===== src/rtl/tcp_sack_block_tracker_defines.svh =====
// ----------------------------------------------------------------------------
// TCP SACK block tracker assertion macros
// Shared property forms for the block's concurrent checks.
// ----------------------------------------------------------------------------
`ifndef TCP_SACK_BLOCK_TRACKER_DEFINES_SVH
`define TCP_SACK_BLOCK_TRACKER_DEFINES_SVH

// Check an expression at every clock edge outside reset.
`define TSBT_ASSERT_ALWAYS(label, clk, rst_n, expr, msg) \
    label: assert property (@(posedge clk) disable iff (!rst_n) (expr)) \
        else $error(msg);

// Check that a condition implies a consequence in the same cycle.
`define TSBT_ASSERT_IMPLY(label, clk, rst_n, ante, cons, msg) \
    label: assert property (@(posedge clk) disable iff (!rst_n) (ante) |-> (cons)) \
        else $error(msg);

`endif


===== src/rtl/tsbt_pkg.sv =====
// ----------------------------------------------------------------------------
// TCP SACK block tracker package
// Sizes, input kinds, controller/datapath bundles and serial-number compares.
// ----------------------------------------------------------------------------
package tsbt_pkg;

    localparam int MAX_BLOCKS = 4;
    localparam int IDX_W      = $clog2(MAX_BLOCKS);
    localparam int CNT_W      = $clog2(MAX_BLOCKS + 1);
    localparam int SEQ_W      = 32;
    localparam int KIND_W     = 3;

    typedef logic [SEQ_W-1:0] seq_t;

    typedef enum logic [KIND_W-1:0] {
        KIND_NOTE    = KIND_W'(0),
        KIND_DSACK   = KIND_W'(1),
        KIND_ADVANCE = KIND_W'(2),
        KIND_CLEAR   = KIND_W'(3),
        KIND_EMIT    = KIND_W'(4)
    } kind_t;

    typedef struct packed {
        logic load;
        logic dsack;
        logic clear;
        logic note_step;
        logic note_done;
        logic adv_step;
        logic adv_done;
        logic put_empty;
        logic put_dup;
        logic put_blk;
    } tsbt_ctl_t;

    typedef struct packed {
        logic sack_en;
        logic dup_pending;
        logic list_empty;
        logic scan_done;
        logic out_free;
        logic emit_last;
    } tsbt_stat_t;

    function automatic logic sn_lt(input seq_t a, input seq_t b);
        seq_t diff;
        diff = a - b;
        return diff[SEQ_W-1];
    endfunction

    function automatic logic sn_leq(input seq_t a, input seq_t b);
        return (a == b) || sn_lt(a, b);
    endfunction

endpackage


===== src/rtl/tsbt_cmd_if.sv =====
// ----------------------------------------------------------------------------
// TCP SACK block tracker command channel
// Valid/ready channel carrying one tracker event per transfer.
// ----------------------------------------------------------------------------
interface tsbt_cmd_if;

    logic                        valid;
    logic                        ready;
    logic [tsbt_pkg::KIND_W-1:0] kind;
    logic [tsbt_pkg::SEQ_W-1:0]  range_start;
    logic [tsbt_pkg::SEQ_W-1:0]  range_end;
    logic [tsbt_pkg::SEQ_W-1:0]  receive_next;

    modport source (
        output valid,
        output kind,
        output range_start,
        output range_end,
        output receive_next,
        input  ready
    );

    modport sink (
        input  valid,
        input  kind,
        input  range_start,
        input  range_end,
        input  receive_next,
        output ready
    );

endinterface


===== src/rtl/tsbt_rsp_if.sv =====
// ----------------------------------------------------------------------------
// TCP SACK block tracker result channel
// Valid/ready channel carrying one emitted SACK block, or an empty result, per transfer.
// ----------------------------------------------------------------------------
interface tsbt_rsp_if;

    logic                       valid;
    logic                       ready;
    logic                       block_valid;
    logic [tsbt_pkg::SEQ_W-1:0] block_start;
    logic [tsbt_pkg::SEQ_W-1:0] block_end;
    logic                       is_duplicate;
    logic                       last_block;

    modport source (
        output valid,
        output block_valid,
        output block_start,
        output block_end,
        output is_duplicate,
        output last_block,
        input  ready
    );

    modport sink (
        input  valid,
        input  block_valid,
        input  block_start,
        input  block_end,
        input  is_duplicate,
        input  last_block,
        output ready
    );

endinterface


===== src/rtl/tsbt_ctrl.sv =====
// ----------------------------------------------------------------------------
// TCP SACK block tracker controller
// Accepts events, sequences list scans and paces emitted blocks.
// ----------------------------------------------------------------------------
module tsbt_ctrl (
    input  logic                        clk,
    input  logic                        rst_n,
    input  logic                        cmd_valid,
    input  logic [tsbt_pkg::KIND_W-1:0] cmd_kind,
    output logic                        cmd_ready,
    input  tsbt_pkg::tsbt_stat_t        stat,
    output tsbt_pkg::tsbt_ctl_t         ctl
);
    import tsbt_pkg::*;

    typedef enum logic [2:0] {
        ST_IDLE,
        ST_NOTE,
        ST_ADV,
        ST_EMPTY,
        ST_DUP,
        ST_BLK
    } state_t;

    state_t state_reg;
    state_t state_next;

    assign cmd_ready = (state_reg == ST_IDLE);

    always_comb
    begin
        ctl        = '0;
        state_next = state_reg;
        case (state_reg)
            ST_IDLE:
            begin
                if (cmd_valid)
                begin
                    case (cmd_kind)
                        KIND_NOTE:
                        begin
                            ctl.load   = 1'b1;
                            state_next = ST_NOTE;
                        end
                        KIND_DSACK:
                        begin
                            ctl.dsack = 1'b1;
                        end
                        KIND_ADVANCE:
                        begin
                            ctl.load   = 1'b1;
                            state_next = ST_ADV;
                        end
                        KIND_CLEAR:
                        begin
                            ctl.clear = 1'b1;
                        end
                        KIND_EMIT:
                        begin
                            ctl.load = 1'b1;
                            if (!stat.sack_en || (!stat.dup_pending && stat.list_empty))
                            begin
                                state_next = ST_EMPTY;
                            end
                            else if (stat.dup_pending)
                            begin
                                state_next = ST_DUP;
                            end
                            else
                            begin
                                state_next = ST_BLK;
                            end
                        end
                        default:
                        begin
                            state_next = ST_IDLE;
                        end
                    endcase
                end
            end
            ST_NOTE:
            begin
                if (stat.scan_done)
                begin
                    ctl.note_done = 1'b1;
                    state_next    = ST_IDLE;
                end
                else
                begin
                    ctl.note_step = 1'b1;
                end
            end
            ST_ADV:
            begin
                if (stat.scan_done)
                begin
                    ctl.adv_done = 1'b1;
                    state_next   = ST_IDLE;
                end
                else
                begin
                    ctl.adv_step = 1'b1;
                end
            end
            ST_EMPTY:
            begin
                if (stat.out_free)
                begin
                    ctl.put_empty = 1'b1;
                    state_next    = ST_IDLE;
                end
            end
            ST_DUP:
            begin
                if (stat.out_free)
                begin
                    ctl.put_dup = 1'b1;
                    state_next  = stat.list_empty ? ST_IDLE : ST_BLK;
                end
            end
            ST_BLK:
            begin
                if (stat.out_free)
                begin
                    ctl.put_blk = 1'b1;
                    if (stat.emit_last)
                    begin
                        state_next = ST_IDLE;
                    end
                end
            end
            default:
            begin
                state_next = ST_IDLE;
            end
        endcase
    end

    always_ff @(posedge clk or negedge rst_n)
    begin
        if (!rst_n)
        begin
            state_reg <= ST_IDLE;
        end
        else
        begin
            state_reg <= state_next;
        end
    end

endmodule


===== src/rtl/tsbt_dp.sv =====
// ----------------------------------------------------------------------------
// TCP SACK block tracker datapath
// Block table, D-SACK range, scan pointers and the result register.
// ----------------------------------------------------------------------------
module tsbt_dp (
    input  logic                       clk,
    input  logic                       rst_n,
    input  logic [tsbt_pkg::SEQ_W-1:0] range_start,
    input  logic [tsbt_pkg::SEQ_W-1:0] range_end,
    input  logic [tsbt_pkg::SEQ_W-1:0] receive_next,
    input  logic                       cfg_we,
    input  logic                       cfg_wdata,
    input  tsbt_pkg::tsbt_ctl_t        ctl,
    output tsbt_pkg::tsbt_stat_t       stat,
    tsbt_rsp_if.source                 rsp
);
    import tsbt_pkg::*;

    seq_t             starts_reg [MAX_BLOCKS];
    seq_t             starts_next[MAX_BLOCKS];
    seq_t             ends_reg   [MAX_BLOCKS];
    seq_t             ends_next  [MAX_BLOCKS];
    logic [CNT_W-1:0] count_reg;
    logic [CNT_W-1:0] count_next;
    seq_t             dup_start_reg;
    seq_t             dup_start_next;
    seq_t             dup_end_reg;
    seq_t             dup_end_next;
    logic             dup_pending_reg;
    logic             dup_pending_next;
    logic             sack_en_reg;
    logic             sack_en_next;
    seq_t             rs_reg;
    seq_t             rs_next;
    seq_t             re_reg;
    seq_t             re_next;
    seq_t             rn_reg;
    seq_t             rn_next;
    logic [CNT_W-1:0] idx_reg;
    logic [CNT_W-1:0] idx_next;
    logic [CNT_W-1:0] kept_reg;
    logic [CNT_W-1:0] kept_next;
    logic             out_valid_reg;
    logic             out_valid_next;
    logic             out_bv_reg;
    logic             out_bv_next;
    seq_t             out_start_reg;
    seq_t             out_start_next;
    seq_t             out_end_reg;
    seq_t             out_end_next;
    logic             out_dup_reg;
    logic             out_dup_next;
    logic             out_last_reg;
    logic             out_last_next;

    seq_t             cur_start;
    seq_t             cur_end;
    logic             keep_note;
    logic             keep_adv;
    logic [CNT_W-1:0] idx_inc;
    logic             blk_last;

    assign cur_start = starts_reg[idx_reg[IDX_W-1:0]];
    assign cur_end   = ends_reg[idx_reg[IDX_W-1:0]];
    assign keep_note = !(sn_leq(cur_start, re_reg) && sn_leq(rs_reg, cur_end))
                       && (kept_reg < CNT_W'(MAX_BLOCKS - 1));
    assign keep_adv  = sn_lt(rn_reg, cur_end);
    assign idx_inc   = CNT_W'(idx_reg + 1'b1);
    assign blk_last  = (idx_inc == count_reg)
                       || (CNT_W'(idx_inc + CNT_W'(dup_pending_reg)) == CNT_W'(MAX_BLOCKS));

    assign stat.sack_en     = sack_en_reg;
    assign stat.dup_pending = dup_pending_reg;
    assign stat.list_empty  = (count_reg == '0);
    assign stat.scan_done   = (idx_reg == count_reg);
    assign stat.out_free    = !out_valid_reg || rsp.ready;
    assign stat.emit_last   = blk_last;

    assign rsp.valid        = out_valid_reg;
    assign rsp.block_valid  = out_bv_reg;
    assign rsp.block_start  = out_start_reg;
    assign rsp.block_end    = out_end_reg;
    assign rsp.is_duplicate = out_dup_reg;
    assign rsp.last_block   = out_last_reg;

    always_comb
    begin
        starts_next      = starts_reg;
        ends_next        = ends_reg;
        count_next       = count_reg;
        dup_start_next   = dup_start_reg;
        dup_end_next     = dup_end_reg;
        dup_pending_next = dup_pending_reg;
        sack_en_next     = cfg_we ? cfg_wdata : sack_en_reg;
        rs_next          = rs_reg;
        re_next          = re_reg;
        rn_next          = rn_reg;
        idx_next         = idx_reg;
        kept_next        = kept_reg;
        out_valid_next   = out_valid_reg && !rsp.ready;
        out_bv_next      = out_bv_reg;
        out_start_next   = out_start_reg;
        out_end_next     = out_end_reg;
        out_dup_next     = out_dup_reg;
        out_last_next    = out_last_reg;

        if (ctl.load)
        begin
            rs_next   = range_start;
            re_next   = range_end;
            rn_next   = receive_next;
            idx_next  = '0;
            kept_next = '0;
        end

        if (ctl.dsack && sack_en_reg && sn_lt(range_start, range_end))
        begin
            dup_start_next   = range_start;
            dup_end_next     = range_end;
            dup_pending_next = 1'b1;
        end

        if (ctl.clear)
        begin
            count_next       = '0;
            dup_pending_next = 1'b0;
        end

        if ((ctl.note_step && keep_note) || (ctl.adv_step && keep_adv))
        begin
            starts_next[kept_reg[IDX_W-1:0]] = cur_start;
            ends_next[kept_reg[IDX_W-1:0]]   = cur_end;
            kept_next                        = CNT_W'(kept_reg + 1'b1);
        end

        if (ctl.note_step || ctl.adv_step || ctl.put_blk)
        begin
            idx_next = idx_inc;
        end

        if (ctl.note_done)
        begin
            starts_next[0] = rs_reg;
            ends_next[0]   = re_reg;
            for (int j = 1; j < MAX_BLOCKS; j++)
            begin
                starts_next[j] = starts_reg[j-1];
                ends_next[j]   = ends_reg[j-1];
            end
            count_next = CNT_W'(kept_reg + 1'b1);
        end

        if (ctl.adv_done)
        begin
            count_next = kept_reg;
        end

        if (ctl.put_empty)
        begin
            out_valid_next = 1'b1;
            out_bv_next    = 1'b0;
            out_start_next = '0;
            out_end_next   = '0;
            out_dup_next   = 1'b0;
            out_last_next  = 1'b1;
        end

        if (ctl.put_dup)
        begin
            out_valid_next = 1'b1;
            out_bv_next    = 1'b1;
            out_start_next = dup_start_reg;
            out_end_next   = dup_end_reg;
            out_dup_next   = 1'b1;
            out_last_next  = (count_reg == '0);
        end

        if (ctl.put_blk)
        begin
            out_valid_next = 1'b1;
            out_bv_next    = 1'b1;
            out_start_next = cur_start;
            out_end_next   = cur_end;
            out_dup_next   = 1'b0;
            out_last_next  = blk_last;
        end
    end

    always_ff @(posedge clk or negedge rst_n)
    begin
        if (!rst_n)
        begin
            count_reg       <= '0;
            dup_start_reg   <= '0;
            dup_end_reg     <= '0;
            dup_pending_reg <= 1'b0;
            sack_en_reg     <= 1'b0;
            idx_reg         <= '0;
            kept_reg        <= '0;
            out_valid_reg   <= 1'b0;
        end
        else
        begin
            count_reg       <= count_next;
            dup_start_reg   <= dup_start_next;
            dup_end_reg     <= dup_end_next;
            dup_pending_reg <= dup_pending_next;
            sack_en_reg     <= sack_en_next;
            idx_reg         <= idx_next;
            kept_reg        <= kept_next;
            out_valid_reg   <= out_valid_next;
        end
    end

    always_ff @(posedge clk)
    begin
        starts_reg    <= starts_next;
        ends_reg      <= ends_next;
        rs_reg        <= rs_next;
        re_reg        <= re_next;
        rn_reg        <= rn_next;
        out_bv_reg    <= out_bv_next;
        out_start_reg <= out_start_next;
        out_end_reg   <= out_end_next;
        out_dup_reg   <= out_dup_next;
        out_last_reg  <= out_last_next;
    end

endmodule


===== src/rtl/tcp_sack_block_tracker.sv =====
// ----------------------------------------------------------------------------
// TCP SACK block tracker
// Newest-first SACK block list with one pending D-SACK range.
//
//   Channel   Direction  Handshake     Carries
//   cmd       in         valid/ready   kind, range_start, range_end, receive_next
//   rsp       out        valid/ready   block_valid, block_start, block_end,
//                                      is_duplicate, last_block
//   cfg       in         cfg_we        sack_enabled in cfg_wdata
//
// D-SACK and clear finish as they are accepted. Note block and advance each
// scan the stored blocks (at most MAX_BLOCKS) and then update the list:
// the controller walks the table one entry a cycle.
// Emit loads its results one at a time, paced by the result register.
// Reset clears the list and the D-SACK range at once; no clearing pass.
// A stalled result holds in the result register; a new event is taken once
// the last result of an emit is in that register.
// ----------------------------------------------------------------------------
`include "tcp_sack_block_tracker_defines.svh"

module tcp_sack_block_tracker (
    input  logic        clk,
    input  logic        rst_n,
    tsbt_cmd_if.sink    cmd,
    tsbt_rsp_if.source  rsp,
    input  logic        cfg_we,
    input  logic        cfg_wdata
);
    import tsbt_pkg::*;

    tsbt_ctl_t  ctl;
    tsbt_stat_t stat;

    tsbt_ctrl u_ctrl (
        .clk       (clk),
        .rst_n     (rst_n),
        .cmd_valid (cmd.valid),
        .cmd_kind  (cmd.kind),
        .cmd_ready (cmd.ready),
        .stat      (stat),
        .ctl       (ctl)
    );

    tsbt_dp u_dp (
        .clk          (clk),
        .rst_n        (rst_n),
        .range_start  (cmd.range_start),
        .range_end    (cmd.range_end),
        .receive_next (cmd.receive_next),
        .cfg_we       (cfg_we),
        .cfg_wdata    (cfg_wdata),
        .ctl          (ctl),
        .stat         (stat),
        .rsp          (rsp)
    );

    `TSBT_ASSERT_ALWAYS(a_one_cmd, clk, rst_n, $onehot0(ctl), "more than one datapath command")
    `TSBT_ASSERT_IMPLY(a_put_free, clk, rst_n, ctl.put_empty || ctl.put_dup || ctl.put_blk, stat.out_free, "result loaded over a held result")
    `TSBT_ASSERT_IMPLY(a_idle_no_work, clk, rst_n, cmd.ready, !(ctl.note_step || ctl.adv_step || ctl.put_blk || ctl.put_dup || ctl.put_empty), "work issued while taking events")

endmodule

===== src/flat_wrapper.sv =====
// flat-port wrapper written by rule: the top's interface ports become plain ports
module tcp_sack_block_tracker_flat import tsbt_pkg::*;
  (clk, rst_n, cfg_we, cfg_wdata, cmd_valid, cmd_kind, cmd_range_start, cmd_range_end, cmd_receive_next, cmd_ready, rsp_valid, rsp_block_valid, rsp_block_start, rsp_block_end, rsp_is_duplicate, rsp_last_block, rsp_ready);
  tsbt_cmd_if cmd_i ();
  tsbt_rsp_if rsp_i ();
  input  logic clk;
  input  logic rst_n;
  input  logic cfg_we;
  input  logic cfg_wdata;
  input wire logic [$bits(cmd_i.valid)-1:0] cmd_valid;
  input wire logic [$bits(cmd_i.kind)-1:0] cmd_kind;
  input wire logic [$bits(cmd_i.range_start)-1:0] cmd_range_start;
  input wire logic [$bits(cmd_i.range_end)-1:0] cmd_range_end;
  input wire logic [$bits(cmd_i.receive_next)-1:0] cmd_receive_next;
  output wire logic [$bits(cmd_i.ready)-1:0] cmd_ready;
  output wire logic [$bits(rsp_i.valid)-1:0] rsp_valid;
  output wire logic [$bits(rsp_i.block_valid)-1:0] rsp_block_valid;
  output wire logic [$bits(rsp_i.block_start)-1:0] rsp_block_start;
  output wire logic [$bits(rsp_i.block_end)-1:0] rsp_block_end;
  output wire logic [$bits(rsp_i.is_duplicate)-1:0] rsp_is_duplicate;
  output wire logic [$bits(rsp_i.last_block)-1:0] rsp_last_block;
  input wire logic [$bits(rsp_i.ready)-1:0] rsp_ready;
  assign cmd_i.valid = cmd_valid;
  assign cmd_i.kind = cmd_kind;
  assign cmd_i.range_start = cmd_range_start;
  assign cmd_i.range_end = cmd_range_end;
  assign cmd_i.receive_next = cmd_receive_next;
  assign cmd_ready = cmd_i.ready;
  assign rsp_valid = rsp_i.valid;
  assign rsp_block_valid = rsp_i.block_valid;
  assign rsp_block_start = rsp_i.block_start;
  assign rsp_block_end = rsp_i.block_end;
  assign rsp_is_duplicate = rsp_i.is_duplicate;
  assign rsp_last_block = rsp_i.last_block;
  assign rsp_i.ready = rsp_ready;
  tcp_sack_block_tracker u_core (.clk(clk), .rst_n(rst_n), .cmd(cmd_i), .rsp(rsp_i), .cfg_we(cfg_we), .cfg_wdata(cfg_wdata));
endmodule

===== config.mk =====
export PLATFORM = sky130hd
export DESIGN_NAME = tcp_sack_block_tracker_flat
export DESIGN_NICKNAME = d
export VERILOG_FILES = /design/src/rtl/tsbt_pkg.sv /design/src/rtl/tsbt_cmd_if.sv /design/src/rtl/tsbt_rsp_if.sv /design/src/rtl/tsbt_ctrl.sv /design/src/rtl/tsbt_dp.sv /design/src/rtl/tcp_sack_block_tracker.sv /design/src/flat_wrapper.sv
export VERILOG_INCLUDE_DIRS = /design/src /design/src/rtl
export SDC_FILE = /design/constraint.sdc
export NUM_CORES = 1
export LEC_CHECK = 0
export BUFFER_PORTS_ARGS = -buffer_cell sky130_fd_sc_hd__buf_2
export CAP_MARGIN = 10
export CORE_UTILIZATION = 50
export CTS_CLUSTER_SIZE = 8
export DETAILED_ROUTE_END_ITERATION = 10
export GPL_ROUTABILITY_DRIVEN = 0
export PLACE_DENSITY = 0.68
export SETUP_SLACK_MARGIN = 0.4
export SLEW_MARGIN = 20
export SYNTH_ARGS = -nofsm -noshare
export SYNTH_HDL_FRONTEND = slang
export SYNTH_SLANG_ARGS = --single-unit

===== constraint.sdc =====
create_clock -name clk -period 8.6 [get_ports clk]
set_input_delay 0.86 -clock clk [delete_from_list [all_inputs] [get_ports clk]]
set_output_delay 0.86 -clock clk [all_outputs]
set_load 0.05 [all_outputs]

; Word-level counts from Yosys, hierarchy flattened
; Index checks and enable logic that the tools add are counted.
[totals]
inputBits = 105
out_inout_bits = 69
regBits = 498
wordCells = 155
[op_classes]
n_eq_ne = 21
reduce_logical = 37
n_lt_le_gt_ge = 4
n_mux = 59
add_sub_neg = 7
n_bitwise = 2
[ops]
columns = cell, n
row1 = 2-to-1 mux 128 bit, 4
row2 = 2-to-1 mux 32 bit, 10
row3 = bitwise mux 128 bit, 2
row4 = binary-select mux 32 bit (select 2 bit), 2
row5 = subtractor 32 bit, 4
row6 = demux 32 bit (select 2 bit), 1
row7 = equality test 32 bit, 2
row8 = 2-to-1 mux 3 bit, 16
row9 = 2-to-1 mux 1 bit, 20
row10 = case mux 3 bit (5 select lines), 1
row11 = equality test 3 x 2 -> 1 bit (second input constant), 4
row12 = equality test 3 bit (second input constant), 4
row13 = case mux 3 bit (4 select lines), 1
row14 = nonzero test 2 bit, 5
row15 = logical AND 1 bit, 9
row16 = zero test 3 bit, 3
row17 = logical OR 1 bit, 8
row18 = != test 2 x 1 -> 1 bit (second input constant), 4
row19 = AND reduction 7 bit, 1
row20 = adder 3 x 1 -> 3 bit (second input constant), 2
row21 = equality test 3 x 1 -> 1 bit (second input constant), 2
row22 = equality test 3 bit, 2
row23 = >= comparator 3 bit (second input constant), 2
row24 = != test 2 bit (second input constant), 3
row25 = 9 further kinds, 18

; Depth between registers and ports, before layout
; Gate-level depths: netlist (run 1).
[depth]
word_depth = 13
mapped_depth = 14
ltp_nobuf = 12

; Cells and area by module
; From an unflattened synthesis (run 1), not the netlist that was laid out.
[unflattened]
hier_cells = 1595
hier_area_um2 = 23874.1
[by_module_without_submodules]
columns = module, seq_area_each_um2, area_each_um2, instances, cells_per_inst
row1 = tsbt_dp, 14463.9, 23502.5, 1, 1542
row2 = tsbt_ctrl, 75.1, 371.6, 1, 53

; Worst setup path after synthesis (run 1)
; OpenSTA, ideal clock, no wires.
[synth_timing]
kind = reg2reg
start = register u_core.u_dp.idx_reg[0]
end = register u_core.u_dp.ends_reg[0] (netlist bit) (enable)
path_stages_with_launch = 15
required_ns = 8.179
n_path_buf = 2
slack_ns = 3.482
setup_ns = 0.421
synth_period_minus_slack_ns = 5.118
arrival_ns = 4.697
path_cell_list = dfrtp_1 -> buf_2 -> buf_1 -> mux4_2 -> inv_1 -> ha_1 -> and4_1 -> and3_1 -> o31ai_1 -> nand3_1 -> a211oi_1 -> mux2_2 -> o211ai_1 -> nand2_2 -> a21o_1
[synth_via]
elab_chain_len = 12
word_cells_on_any_way = 26
cone_classes = add/sub: 3 / eq/ne: 3 / mux: 10 / bitwise: 1 / reduce/logical: 9
[synth_lines]
columns = item, line_no
row1 = start: declaration, tsbt_dp.sv:39  ; logic [CNT_W-1:0] idx_reg;
row2 = start signal: assignment, tsbt_dp.sv:209  ; idx_reg <= idx_next;
row3 = inverter 2 -> 3 bit (implied by the code), "tsbt_dp.sv:63, tsbt_dp.sv:64"
row4 = binary-select mux 32 bit (select 2 bit) (on tied branches), "tsbt_dp.sv:63, tsbt_dp.sv:64"
row5 = 2-to-1 mux 32 bit (on tied branches) (2 in a row), "tsbt_dp.sv:63, tsbt_dp.sv:64"
row6 = subtractor 32 bit or equality test 32 bit (tied branches), "tsbt_pkg.sv:47, tsbt_pkg.sv:52"
row7 = logical OR 1 bit, tsbt_pkg.sv:52  ; return (a == b) || sn_lt(a, b);
row8 = logical AND 1 bit, tsbt_dp.sv:65  ; assign keep_note = !(sn_leq(cur_start, re_reg) && sn_leq(rs_reg, cur_end))
row9 = zero test 1 bit, tsbt_dp.sv:65
row10 = logical AND 1 bit, tsbt_dp.sv:66  ; && (kept_reg < CNT_W'(MAX_BLOCKS - 1));
row11 = logical AND 1 bit, tsbt_dp.sv:129  ; if ((ctl.note_step && keep_note) || (ctl.adv_step && keep_adv))
row12 = logical OR 1 bit, tsbt_dp.sv:129
row13 = nonzero test 2 bit (no source line) *, -
row14 = end signal: assignment, tsbt_dp.sv:218  ; ends_reg <= ends_next;
row15 = end: declaration, tsbt_dp.sv:21  ; seq_t ends_reg [MAX_BLOCKS];
; Every way passes the cells marked *; elsewhere a longest branch is shown, timed or not. The select of a mux whose other input is x is not followed.
; A chain may end at the register's enable or synchronous reset.

; Final worst setup path (run 1)
[layout_timing]
start = register u_core.u_dp.idx_reg[0]
end = register u_core.u_dp.starts_reg[77] (netlist bit) (enable)
[layout_via]
elab_chain_len = 12
word_cells_on_any_way = 26
cone_classes = add/sub: 3 / eq/ne: 3 / mux: 10 / bitwise: 1 / reduce/logical: 9
[layout_lines]
columns = item, line_no
row1 = inverter 2 -> 3 bit (implied by the code), "tsbt_dp.sv:63, tsbt_dp.sv:64"
row2 = binary-select mux 32 bit (select 2 bit) (on tied branches), "tsbt_dp.sv:63, tsbt_dp.sv:64"
row3 = 2-to-1 mux 32 bit (on tied branches) (2 in a row), "tsbt_dp.sv:63, tsbt_dp.sv:64"
row4 = subtractor 32 bit or equality test 32 bit (tied branches), "tsbt_pkg.sv:47, tsbt_pkg.sv:52"
row5 = logical OR 1 bit, tsbt_pkg.sv:52
row6 = logical AND 1 bit, tsbt_dp.sv:65
row7 = zero test 1 bit, tsbt_dp.sv:65
row8 = logical AND 1 bit, tsbt_dp.sv:66
row9 = logical AND 1 bit, tsbt_dp.sv:129
row10 = logical OR 1 bit, tsbt_dp.sv:129
row11 = nonzero test 2 bit (no source line) *, -
row12 = end signal: assignment, tsbt_dp.sv:217  ; starts_reg <= starts_next;
row13 = end: declaration, tsbt_dp.sv:19  ; seq_t starts_reg [MAX_BLOCKS];
; Marks and branches as above.

==> results.ini, run 1 <==
[status]
status = finished, final reports clean

[die]
rows = 81
die_w_um = 225
io_pins = 174
dieArea_um2 = 50700
die_h_um = 225
start_util_pct = 50.8
core_um2 = 49100

[setup_path]
end_kind = flip-flop
crit_fanout = 42
cp.required_ns = 8.83
start_kind = flip-flop
critical_path_class = reg -> reg
crit_arrival_ns = 6.47

[synthesis]
yosys.area_share.adder_pct = 6.48
netlist_area_um2 = 24900
syn_nets = 2326
synth_edf_count = 417
ys_types = 53
yosysSeqAreaShare_pct = 58.4
async_flop_share_pct = 15.9
yosys.area_share.simple_pct = 14.9
syn-instance-count = 2092
synthMuxAreaShare_pct = 9.63
synth_top_family_by_area = simple AND/OR/NAND/NOR gates
syn_area_per_cell_um2 = 11.9
synthXorXnorAreaFrac_pct = 0.422
ys_warn_count = 0
ys_seq_elements = 498
synthFlopType = edfxtp_1
synth_compound_area_share_pct = 6.44

[pwr]
seq_power_share_pct = 36.3
leakagePower_nw = 11.9
clkPwrFrac_pct = 21.2
power_frac_comb_pct = 42.5
p_sw_share_pct = 41.2
p_switching_mw = 5.26
p_per_area_nw_per_um2 = 448
ir_drop_mv = 0.289
p_int_mw = 7.50

[timing]
rsz0062_at_grt = no
worst_pin_slew_ns = 1.11
fin_skew_ns = 0.0331
slew_headroom_pct = 26.0
fin_crit_ns = 6.24
hold_violations = 0
whs_ns = 0.244
drv_slew = 0
setup_viol = 0
fin_crit_sh_pct = 72.6
fmax_mhz = 160
setup_tns_ns = 0
setup_ws_ns = 2.36

[clocking]
htree_levels = 3
cts_tree = yes
cts-root-buf = clkbuf_16
clock_path_buffers = 3
cts_sinks = 498
cts_resized = 0
cts_setup_buffers = 0
clk_pin_slew_ns = 0.05
clock_insertion_delay_worst_skew_ns = 0.63
hold_buffers = 0
cts_buffers = 72

[cells_and_area]
finalNonFillerCells = 2957
final_nets = 2470
syn_to_final_growth_pct = 14.2
utilization_pct = 58.0
drive_gt1_share_pct = 18.5

[global_route]
grt_max_degree = 230
grt.total_usage_pct = 28.1
antenna_found_initial = 1
grt_pass1_vias = 17600
grt_overflow_total = 0
grt_first_pass_wirelength_um = 107000

[route]
first_pass_iters = 7
drt_wl_total_um = 70400
wl_per_cell_um = 23.8
drc = 0
viasPerCell = 6.07
vias = 18000
drtIter0Drc = 2060
ant_nets = 0

[worst_hold_path]
hp-class = in -> async

[placement]
hpwl_um = 44300
pre_cts_slack_ns = 2.31
numPlacedInstances = 2826
portBuffers = 173

[flow_run]
maxCapViolations = 0

critical path, stage by stage (launching register included):
cell and delay [ns]:
dfrtp_4 1.03, buf_4 0.61, mux4_2 0.65, inv_1 0.13
ha_1 0.25, a211oi_1 0.26, nor2_1 0.09, o31ai_1 0.31
nand3_1 0.20, a211oi_1 0.31, mux2_2 0.20, o211ai_1 0.12
nand2_2 0.22, a21o_2 0.80, buf_4 0.62
cells in the mapped netlist (2+ instances only):
library cell,count,area (um^2)
nor4_1,6,37.5
or3_1,2,12.5
a31oi_1,3,18.8
nand3b_1,3,22.5
mux2i_1,2,20.0
xor2_1,6,52.6
mux2_4,49,736
o21ai_0,65,325
buf_2,33,165
and3_1,3,18.8
buf_6,6,67.6
nor3b_1,2,15.0
a21o_1,17,128
ha_1,129,1610
a211oi_1,11,82.6
nand2b_1,6,37.5
nand4_1,27,169
mux2_2,18,203
clkbuf_1,77,289
a21oi_1,49,245
nand2_1,491,1840
edfxtp_1,417,12500
o211ai_1,11,82.6
inv_1,105,394
and4_1,3,26.3
nor2_1,26,97.6
nor2b_1,4,25.0
dfrtp_1,79,1980
buf_1,7,26.3
nor3_1,7,35.0
nand3_1,269,1350
xnor2_1,6,52.6
dfxtp_1,2,40.0
mux4_2,64,1440
o21a_1,3,22.5
a22o_1,65,569
o21ai_1,3,15.0
worst paths after layout:
check | endpoint | cells after the start | slack (ns) | startpoint
max in group asynchronous | u_core.u_dp.idx_reg[0] | 2 | 7.15 | rst_n
setup reg to reg | u_core.u_dp.starts_reg[77] | 14 | 2.36 | u_core.u_dp.idx_reg[0]
min in group clk | u_core.u_dp.rn_reg[6] | 1 | 0.42 | cmd_receive_next[6]
hold reg to reg | u_core.u_dp.rsp.block_valid | 2 | 0.49 | u_core.u_dp.rsp.block_valid
setup / recovery | u_core.u_dp.starts_reg[77] | 14 | 2.36 | u_core.u_dp.idx_reg[0]
hold / removal | u_core.u_dp.dup_end_reg[26] | 1 | 0.24 | rst_n
through the flow:
stage                     total power [mW]  cell area (um^2)
final                                 12.8             28400
after global routing                  13.4             28400
after CTS                             12.7             28400
after detailed placement              9.98             26300
after global placement                9.76             26300
after floorplan                       8.32             24900
layout make-up:
class | count | area (um^2)
clock inverters | 7 | 105
clock buffers | 123 | 2010
fillers | 3962 | 20600
inverters | 105 | 397
diodes | 1 | 2.50
multi-input cells | 1366 | 9520
well taps | 664 | 831
repair buffers | 193 | 1030
flip-flops and latches | 498 | 14500
cell usage in the layout, fill, tap and decap left out, types with 27 or more instances in the layout:
cell	instances
a21oi_1	49
a22o_1	65
buf_2	172
clkbuf_1	50
clkbuf_16	73
dfrtp_1	77
edfxtp_1	417
ha_1	125
inv_1	104
mux2_4	49
mux4_2	64
nand2_1	491
nand3_1	269
nand4_1	27
o21ai_0	65
power by group through the flow:
| stage | Clock (mW) | Combinational (mW) | Sequential [mW] |
|---|---|---|---|
| after floorplan | 0 | 3.69 | 4.63 |
| after global placement | 0 | 5.15 | 4.61 |
| after detailed placement | 0 | 5.33 | 4.64 |
| after CTS | 2.74 | 5.36 | 4.62 |
| after global routing | 2.83 | 5.90 | 4.72 |
| final | 2.70 | 5.42 | 4.64 |
cells by family (layout without fill, tap and decap cells):
| logic type | count (synthesis) | after routing |
|---|---|---|
| xor+xnor | 12 | 12 |
| buf+inv | 228 | 428 |
| fa+ha+maj | 129 | 129 |
| mux | 133 | 133 |
| simple gates | 852 | 852 |
| other cells | 0 | 1 |
| flops | 498 | 498 |
| compound gates | 240 | 240 |
routing by layer:
layer	track usage (%)	share of wire (%)	routed length [um]
met4	9.83	2.7	1880
met3	5.38	9.3	6550
met5	0	0	0
met1	39.8	42	29800
met2	43.4	46	32200
(Power assumes the default switching activity.)
==> run 2: changes to the inputs <==
--- a/config.mk
+++ b/config.mk
@@ -12,7 +12,7 @@
 export CTS_CLUSTER_SIZE = 8
 export DETAILED_ROUTE_END_ITERATION = 10
 export GPL_ROUTABILITY_DRIVEN = 0
-export PLACE_DENSITY = 0.68
+export PLACE_DENSITY = 0.71
 export SETUP_SLACK_MARGIN = 0.4
 export SLEW_MARGIN = 20
 export SYNTH_ARGS = -nofsm -noshare
==> constraint.sdc (replaced) <==
create_clock -name clk -period 5.7 [get_ports clk]
set_input_delay 0.57 -clock clk [delete_from_list [all_inputs] [get_ports clk]]
set_output_delay 0.57 -clock clk [all_outputs]
set_load 0.05 [all_outputs]
==> run 2 against run 1 <==
Clock power is 49% higher. Core utilization is 0.39 points higher. Sequential power is 49% higher. Total power is 52% higher. Count of clock-buffer cells in the layout is 1 higher. Highest routed layer is now met5. Sequential cell count stayed put. Global-route usage is 0.090 points lower. Register-to-register slack worse by 1.7 ns. Via count is 1.6% higher. Die area stayed put.
==> results.ini, run 2 (synthesis results as in run 1) <==
[setup_path]
critPathTopFamily = simple AND/OR/NAND/NOR gates
max_stage_delay_ns = 0.64  ; -0.39 ns
crit_slowest_cell = dfrtp_4
start_kind = flip-flop
r2r_setup_slack_ns = 0.70  ; -1.66 ns
crit_buf_inv = 2  ; -1
crit_fanout = 47  ; +12%
crit_arrival_ns = 5.31  ; -1.16 ns
critical_path_class = reg -> reg
end_kind = flip-flop
cp.required_ns = 6.01  ; -2.82 ns
crit_chain = clkbuf_16 > mux4_2 > ha_1 > nand4_1 > nor4_1 > nand4_1 > nor4_1 > nor2_1 > mux2_2 > o211ai_1 > nand2_2 > a21o_2 > buf_12

[clocking]
htree_levels = 3  ; unchanged
clock_insertion_delay_worst_skew_ns = 0.61  ; -0.02 ns
cts-root-buf = clkbuf_16
cts_buffers = 72  ; unchanged
cts_tree = yes
clock_path_buffers = 3  ; unchanged
cts_sinks = 498  ; unchanged
clk_pin_slew_ns = 0.05  ; about the same

[timing]
setup_tns_ns = 0  ; unchanged
rsz0062_at_grt = no
drv_slew = 0  ; unchanged
setup_viol = 0  ; unchanged
fin_crit_ns = 5.00  ; -1.24 ns
fin_crit_sh_pct = 87.7  ; +15 points
setup_ws_ns = 0.704  ; -1.66 ns
hold_violations = 0  ; unchanged
slew_headroom_pct = 26.0  ; +0.037 points
worst_pin_slew_ns = 1.11  ; -0.000561 ns
fmax_mhz = 200  ; +25%
fin_skew_ns = 0.0266  ; -0.00645 ns

[die]
dieArea_um2 = 50700  ; unchanged
io_pins = 174  ; unchanged
core_um2 = 49100  ; unchanged
rows = 81  ; unchanged
die_h_um = 225  ; unchanged
start_util_pct = 50.8  ; unchanged
die_w_um = 225  ; unchanged

[status]
status = finished, final reports clean

[global_route]
grt_first_pass_wirelength_um = 107000  ; -0.40%
grt_overflow_total = 0  ; unchanged
antenna_found_initial = 1  ; unchanged
grt_pass1_vias = 17500  ; -0.89%
grt.total_usage_pct = 28.0  ; -0.090 points
grt_max_degree = 157  ; -32%

[cells_and_area]
syn_to_final_growth_pct = 14.9
drive_gt1_share_pct = 18.8  ; +0.29 points
final_cell_mix = nand2_1 (491), edfxtp_1 (417), nand3_1 (269), buf_2 (172), ha_1 (125)
layout_commonest_cell = nand2_1
final_nets = 2480  ; +0.40%
antennaDiodeCount = 0  ; -1

[placement]
portBuffers = 173  ; unchanged
pre_cts_slack_ns = 0.566  ; -1.74 ns
hpwl_um = 44200  ; -0.11%

[route]
drtIter0Drc = 2326  ; +13%
wl_per_cell_um = 23.8  ; about the same
drc = 0  ; unchanged
first_pass_iters = 6  ; -1
vias = 18300  ; +1.6%
drt_wl_total_um = 70600  ; +0.21%
viasPerCell = 6.16  ; +1.4%
ant_nets = 0  ; unchanged

[pwr]
p_per_area_nw_per_um2 = 676  ; +51%
leakagePower_nw = 12.0  ; +0.74%
finalPower_mw = 19.4  ; +52%
ir_drop_mv = 0.552  ; +91%

[flow_run]
maxCapViolations = 0  ; unchanged

[worst_hold_path]
hp-class = in -> reg

==> run 2: changes by cell type in the layout (fill, tap and decap cells not counted), sizes merged <==
cell,previous run,this run
dlygate4sd3,0,1
clkinv,0,2
bufinv,1,0
inv,111,106
buf,193,201
diode,1,0
clkbuf,123,125
==> run 2: final cells by class <==
cell class / count / area [um^2]
well taps: 664 / 831
flip-flops and latches: 498 / 14500
clock buffers: 124 / 2080
clock inverters: 3 / 30.0
inverters: 105 / 397
repair buffers: 203 / 1230
multi-input cells: 1366 / 9520
fillers: 3864 / 20400
==> run 2: metrics by stage <==
step / utilization, % / std cells / area, um^2 / hold WS (ns)
2_1_floorplan: - / 2092 / 24900 / 0.274
3_3_place_gp: 54.0 / 2834 / 26500 / 0.491
3_5_place_dp: 54.0 / 2834 / 26500 / 0.493
4_1_cts: 58.3 / 2962 / 28600 / 0.128
5_1_grt: 58.4 / 2963 / 28600 / 0.132
6_report: 58.4 / 2963 / 28600 / 0.147
==> run 2: what timing repair did <==
item / CTS / global route
gates resized for setup: 0 / 1
setup buffers: 0 / 1
endpoints found under the setup margin: 0 / 141
hold buffers: 1 / 0
endpoints found under the hold margin: 24 / 0
==> run 2: routing by layer <==
layer | wire length (um) | up-vias | track usage, %
li1 | - | 7974 | -
met5 | 13 | - | 0
met3 | 7220 | 146 | 5.44
met2 | 32400 | 1182 | 43.2
met1 | 29000 | 8946 | 40.0
met4 | 2050 | 2 | 8.93
==> run 2: path summary, 6_finish.rpt <==
kind	start	cells after the start	endpoint
max	u_core.u_dp.idx_reg[0]	13	u_core.u_dp.ends_reg[45]
min	cmd_receive_next[3]	1	u_core.u_dp.rn_reg[3]
max reg2reg	u_core.u_dp.idx_reg[0]	13	u_core.u_dp.ends_reg[45]
min reg2reg	u_core.u_dp.dup_start_reg[31]	1	u_core.u_dp.dup_start_reg[31]
max in group asynchronous	rst_n	3	u_core.u_dp.idx_reg[0]
min in group asynchronous	rst_n	2	u_core.u_dp.dup_start_reg[1]
==> run 2: power by group <==
part | switching, mW | internal [mW] | leakage, nW
registers | 0.745 | 6.16 | 4.95
clock network | 1.56 | 2.46 | 1.01
logic | 5.61 | 2.83 | 6.00
